### src/rtl/core/bpc_pkg.sv
// Shared constants and arithmetic helpers for the pressure compensation pipeline.
package bpc_pkg;

    localparam int DIV_W = 32;

    // Input register, two front stages, divider, seven middle stages,
    // divider, three back stages, output register.
    localparam int PIPE_LAT = 3 + DIV_W + 7 + DIV_W + 3 + 1;

    localparam int ADDR_W = 5;
    localparam int DATA_W = 64;

    localparam logic [1:0] REG_COEF_A = 2'd0;
    localparam logic [1:0] REG_COEF_B = 2'd1;
    localparam logic [1:0] REG_COEF_C = 2'd2;
    localparam logic [1:0] REG_OSS    = 2'd3;

    localparam logic [3:0] UP_SHIFT_MAX = 4'd8;

    localparam logic signed [31:0] C_T_ROUND  = 32'sd8;
    localparam logic signed [31:0] C_B6_OFF   = 32'sd4000;
    localparam logic signed [31:0] C_RND2     = 32'sd2;
    localparam logic signed [31:0] C_B4_BIAS  = 32'sd32768;
    localparam logic [15:0]        C_P_SCALE  = 16'd50000;
    localparam logic signed [31:0] C_P_K1     = 32'sd3038;
    localparam logic signed [31:0] C_P_K2     = -32'sd7357;
    localparam logic signed [31:0] C_P_K3     = 32'sd3791;
    localparam logic signed [31:0] C_T_MAX    = 32'sd32767;
    localparam logic signed [31:0] C_T_MIN    = -32'sd32768;
    localparam logic signed [31:0] C_P_MAX    = 32'sd1048575;

    // Signed divide by 2**k, truncating toward zero.
    function automatic logic signed [31:0] sdiv_p2(input logic signed [31:0] a,
                                                   input int unsigned k);
        logic signed [31:0] bias;
        bias = a[31] ? ((32'sd1 <<< k) - 32'sd1) : 32'sd0;
        return (a + bias) >>> k;
    endfunction

    // Signed 32x32 product wrapped to 32 bits.
    function automatic logic signed [31:0] mul32(input logic signed [31:0] a,
                                                 input logic signed [31:0] b);
        logic signed [63:0] p;
        p = a * b;
        return p[31:0];
    endfunction

    function automatic logic [31:0] mag32(input logic signed [31:0] a);
        return a[31] ? 32'(-a) : 32'(a);
    endfunction

endpackage

### src/rtl/core/bpc_div.sv
// Pipelined unsigned restoring divider, one quotient bit per stage.
module bpc_div (
    input  logic                        i_clk,
    input  logic                        i_rst_n,
    input  logic                        i_valid,
    input  logic [bpc_pkg::DIV_W-1:0]   i_num,
    input  logic [bpc_pkg::DIV_W-1:0]   i_den,
    output logic                        o_valid,
    output logic [bpc_pkg::DIV_W-1:0]   o_quo
);
    localparam int W = bpc_pkg::DIV_W;

    logic [W-1:0] r_rem [W];
    logic [W-1:0] r_num [W];
    logic [W-1:0] r_den [W];
    logic [W-1:0] r_quo [W];
    logic         r_vld [W];

    logic [W-1:0] c_rem [W];
    logic [W-1:0] c_num [W];
    logic [W-1:0] c_den [W];
    logic [W-1:0] c_quo [W];
    logic         c_vld [W];
    logic [W:0]   w_sh  [W];
    logic [W-1:0] n_rem [W];
    logic [W-1:0] n_quo [W];

    always_comb begin
        for (int s = 0; s < W; s++) begin
            c_rem[s] = (s == 0) ? '0      : r_rem[s-1];
            c_num[s] = (s == 0) ? i_num   : r_num[s-1];
            c_den[s] = (s == 0) ? i_den   : r_den[s-1];
            c_quo[s] = (s == 0) ? '0      : r_quo[s-1];
            c_vld[s] = (s == 0) ? i_valid : r_vld[s-1];
            w_sh[s]  = {c_rem[s], c_num[s][W-1]};
            // Subtract when the shifted remainder covers the divisor.
            if (w_sh[s] >= {1'b0, c_den[s]}) begin
                n_rem[s] = W'(w_sh[s] - {1'b0, c_den[s]});
                n_quo[s] = {c_quo[s][W-2:0], 1'b1};
            end else begin
                n_rem[s] = w_sh[s][W-1:0];
                n_quo[s] = {c_quo[s][W-2:0], 1'b0};
            end
        end
    end

    always_ff @(posedge i_clk) begin
        for (int s = 0; s < W; s++) begin
            r_rem[s] <= n_rem[s];
            r_num[s] <= {c_num[s][W-2:0], 1'b0};
            r_den[s] <= c_den[s];
            r_quo[s] <= n_quo[s];
            if (!i_rst_n) begin
                r_vld[s] <= 1'b0;
            end else begin
                r_vld[s] <= c_vld[s];
            end
        end
    end

    assign o_valid = r_vld[W-1];
    assign o_quo   = r_quo[W-1];

endmodule

### config.mk
export PLATFORM = sky130hd
export DESIGN_NAME = bpc_div
export DESIGN_NICKNAME = d
export VERILOG_FILES = /design/src/rtl/core/bpc_pkg.sv /design/src/rtl/core/bpc_div.sv
export SDC_FILE = /design/constraint.sdc
export NUM_CORES = 2
export LEC_CHECK = 0
export BUFFER_PORTS_ARGS = -buffer_cell sky130_fd_sc_hd__clkbuf_2
export CORE_MARGIN = 2
export CORE_UTILIZATION = 50
export CTS_BUF_LIST = sky130_fd_sc_hd__clkbuf_4 sky130_fd_sc_hd__clkbuf_8
export CTS_CLUSTER_SIZE = 14
export DETAILED_ROUTE_END_ITERATION = 8
export PLACE_DENSITY = 0.65
export SLEW_MARGIN = 40
export SYNTH_ARGS = -nofsm -noshare
export SYNTH_HDL_FRONTEND = slang
export SYNTH_MEMORY_MAX_BITS = 65536
export SYNTH_SLANG_ARGS = --single-unit
### constraint.sdc
create_clock -name i_clk -period 6.7 [get_ports i_clk]
set_clock_uncertainty 0.2 [all_clocks]
set_input_delay 0.67 -clock i_clk [delete_from_list [all_inputs] [get_ports i_clk]]
set_output_delay 0.67 -clock i_clk [all_outputs]
set_load 0.05 [all_outputs]
==> results.md <==
- Tot Pwr: 43.9 mW
- Count of final setup violators: 0
- Seq/Total Area, Yosys: 48.5%
- Sw Pwr: 11.7 mW
- Cell-internal power: 32.2 mW
- Global-route wire length before repair: 487 mm
- Maximum fanout along the worst path: 18
- Dpl hpwl: 239 mm
- Total grt overflow: 0
- Crit. End Element: flop
- Largest net degree at the start of global routing: 63
- Final nets: 14200
- Leakage power: 67.5 nW
- Placeable Area: 249000 sq um
- Post-synth cell types: 100
- FFs w/ async S/R, synth: 0%
- CP max-delay cell: and2_1
- Antenna violations before repair: 12
- Die area: 255000 sq um
- Vias in the first global route: 89400
- Post-Synthesis Cells: 12700
- Comb pwr share: 14.7%
- CP peak stage delay: 0.72 ns
- Layout area overhead: 12.8%
- Final hold violations: 0
- Synth Net Count: 13800
- Type of the worst setup path: flop to flop
- Fmax: 0.211 GHz
- Initial Utilization: 50.4%
- Routed wire length per instance: 18.4 um
- Synth Register Bits: 3040
- Post-DR vias/cell: 5.36
- Slew Viols, Final: 0
- Layout cells sized above 1: 8.90%
- Syn Area/Cell: 9.85 sq um
- Die Height: 505 um
- Worst skew pair latency: 1.04 ns
- FF-to-FF setup slack: 1.95 ns
- Max cap viols: 0
- Post-synth top area share: 48.5%
- Crit path launch: r_den[0][353]$_DFF_P_
- Hold Path Cell Cnt: 0
- Critical Path AT: 5.41 ns
- Leading area contributor after synthesis: dfxtp_1
- CP bufs+invs: 2
- Top-count cell post-synth: dfxtp_1
- VDD IR-drop max: 0.220 mV
- I/O Buffers: 99
- CP cell instances: inv_1, ha_1, nor2b_1, o31a_1, o311ai_1, a21oi_1, a21o_1, or2_1, a311oi_2, a211o_1, and2_1, buf_4, mux2_1
- Post-CTS sizing: 0
- DRC violations left: 0
- Reg clk slew, reported paths: 0.07 ns
- Post-route minimum period: 4.75 ns
- Post-synth EDFFs: 0
- RSZ-0062 raised after global routing: false
- Die X: 505 um
- Switching Fraction: 26.6%
- Core Rows: 183
- Share of power burned in registers: 45.1%
- Startpoint Class: flop
- Clock Path Buffers: 4
- Post-DRT Antenna Nets: 0
- Clock share of power: 40.3%
- Setup TNS: 0 ns
- Via count: 90400
- Power per cell area: 310 nW/um^2
- Clock buffer count from CTS: 484
- TritonCTS clock tree: done
- Clock sink count: 3040
- Worst setup path endpoint: r_rem[0][415]$_DFF_P_
- DRT iter0 DRCs: 6169
- Worst Reg-to-Reg Cells: 13
- Commonest cells in the netlist: dfxtp_1 (3040), inv_1 (1243), ha_1 (994)
- Top post-synthesis cells by area: dfxtp_1 (49%), ha_1 (9.9%), inv_1 (3.7%)
- Num ports: 100
- HP Class: flop to flop
- CTS root buffer: clkbuf_8
- FF-to-FF End: r_rem[0][415]$_DFF_P_
- CTS H-tree depth: 5
- GRT Util Overall: 23.7%
- Crit path max-delay family: compound AO/OA/AOI/OAI gates
- Synth Flop Type: dfxtp_1
- Final GP Congestion: 0.947
- Pre-Repair DR Iteration Count: 8
- Final WL: 311 mm
- Slew margin rel.: 41.7%
- Period utilisation layout: 70.8%
- # fillers: 21900
- Worst Tran Pin Value: 0.852 ns
- Syn Std Cell Area: 125000 sq um
- Crit path depth: 13
- R2R Path Start: r_den[0][353]$_DFF_P_
- Ys Warns: 0
- Outcome: completed
- Crit path required time: 7.36 ns
==> registers in the layout (all words and copies together) (netlist names) <==
name	count
r_rem	992
r_den	992
r_quo	528
r_num	496
r_vld	32
==> what timing repair did <==
action / CTS / global route
setup buffers: 0 / 0
hold buffers: 96 / 0
endpoints found under the hold margin: 128 / 0
==> worst min path at each step <==
stage                     startpoint               endpoint  slack, ns
2_1_floorplan   r_num[0][68]$_DFF_P_  r_num[0][100]$_DFF_P_       0.11
3_3_place_gp   r_quo[0][495]$_DFF_P_   r_quo[1][16]$_DFF_P_       0.11
3_5_place_dp    r_num[1][51]$_DFF_P_   r_num[1][83]$_DFF_P_       0.11
4_1_cts                    i_den[25]   r_den[0][25]$_DFF_P_      0.002
5_1_grt                    i_num[29]   r_num[0][29]$_DFF_P_       0.04
6_report       r_quo[0][418]$_DFF_P_  r_quo[0][451]$_DFF_P_       0.09
==> layout make-up <==
type | count | area [sq um] | share of cell area, %
Multi-Input combinational cell | 8145 | 58900 | 41.6
Clock buffer | 718 | 9110 | 6.44
Clock inverter | 156 | 2020 | 1.43
Sequential cell | 3040 | 60900 | 43.0
Antenna cell | 4 | 10.0 | 0.00707
Timing Repair Buffer | 228 | 1750 | 1.24
Inverter | 1258 | 4720 | 3.34
Tap cell | 3330 | 4170 | 2.94
==> cell usage in the layout, fill, tap and decap left out, types with 79 or more instances in the layout <==
cell           instances
and3_1                98
clkbuf_2              99
o21ai_1              314
a31oi_1               84
clkbuf_8             595
xnor2_1              463
mux2_1               384
a211oi_1              84
clkinv_2              79
dlygate4sd3_1         96
nor2_1               591
nand2_1              857
nand3_1              210
o21ai_0              481
dfxtp_1             3040
nand4_1              150
ha_1                 994
nand2b_1             121
nor2b_1              160
clkbuf_4             123
a21o_1               559
o21a_1               136
nor3_1               140
and2_1                93
o21bai_1              86
xor2_1               310
a21oi_1              851
inv_1               1243
==> kinds of logic after synthesis <==
| kind of cell | count (synthesis) | share of synthesized area (%) |
|---|---|---|
| compound gates | 3173 | 16.1 |
| flops | 3040 | 48.5 |
| simple gates | 2678 | 10.3 |
| buf+inv | 1554 | 4.78 |
| fa+ha+maj | 1024 | 10.4 |
| xor+xnor | 773 | 5.40 |
| mux | 497 | 4.50 |
==> power by group through the flow <==
stage / Combinational [mW] / Clock, mW / Sequential, mW
6_report: 6.46 / 17.7 / 19.8
5_1_grt: 7.20 / 19.0 / 19.9
4_1_cts: 6.40 / 18.2 / 19.8
3_5_place_dp: 6.30 / 0 / 20.2
3_3_place_gp: 6.16 / 0 / 20.2
2_1_floorplan: 4.95 / 0 / 19.9
==> worst register-to-register path: stages (launching register included) <==
cell and delay, ns:
dfxtp_1 0.39, inv_1 0.07, ha_1 0.29, nor2b_1 0.14, o31a_1 0.27, o311ai_1 0.39, a21oi_1 0.18, a21o_1 0.18
or2_1 0.27, a311oi_2 0.37, a211o_1 0.38, and2_1 0.73, buf_4 0.41, mux2_1 0.36
==> routing by layer <==
layer | global-route usage, % | share of wire (%)
met1 | 30.5 | 44
met2 | 40.5 | 47
met3 | 3.43 | 5.0
met5 | 0 | 0.0045
met4 | 8.09 | 3.3
==> stage by stage <==
step	utilization (%)	hold slack, ns	instance area [sq um]	setup WS (ns)	std cells
2_1_floorplan	-	0.110	125000	3.17	12700
3_3_place_gp	51.9	0.110	129000	2.04	15900
3_5_place_dp	51.9	0.112	129000	1.95	15900
4_1_cts	56.8	0.00162	141000	1.95	16900
5_1_grt	56.8	0.0434	142000	1.64	16900
6_report	56.8	0.0943	142000	1.95	16900
Power figures use the tool's default switching activity.
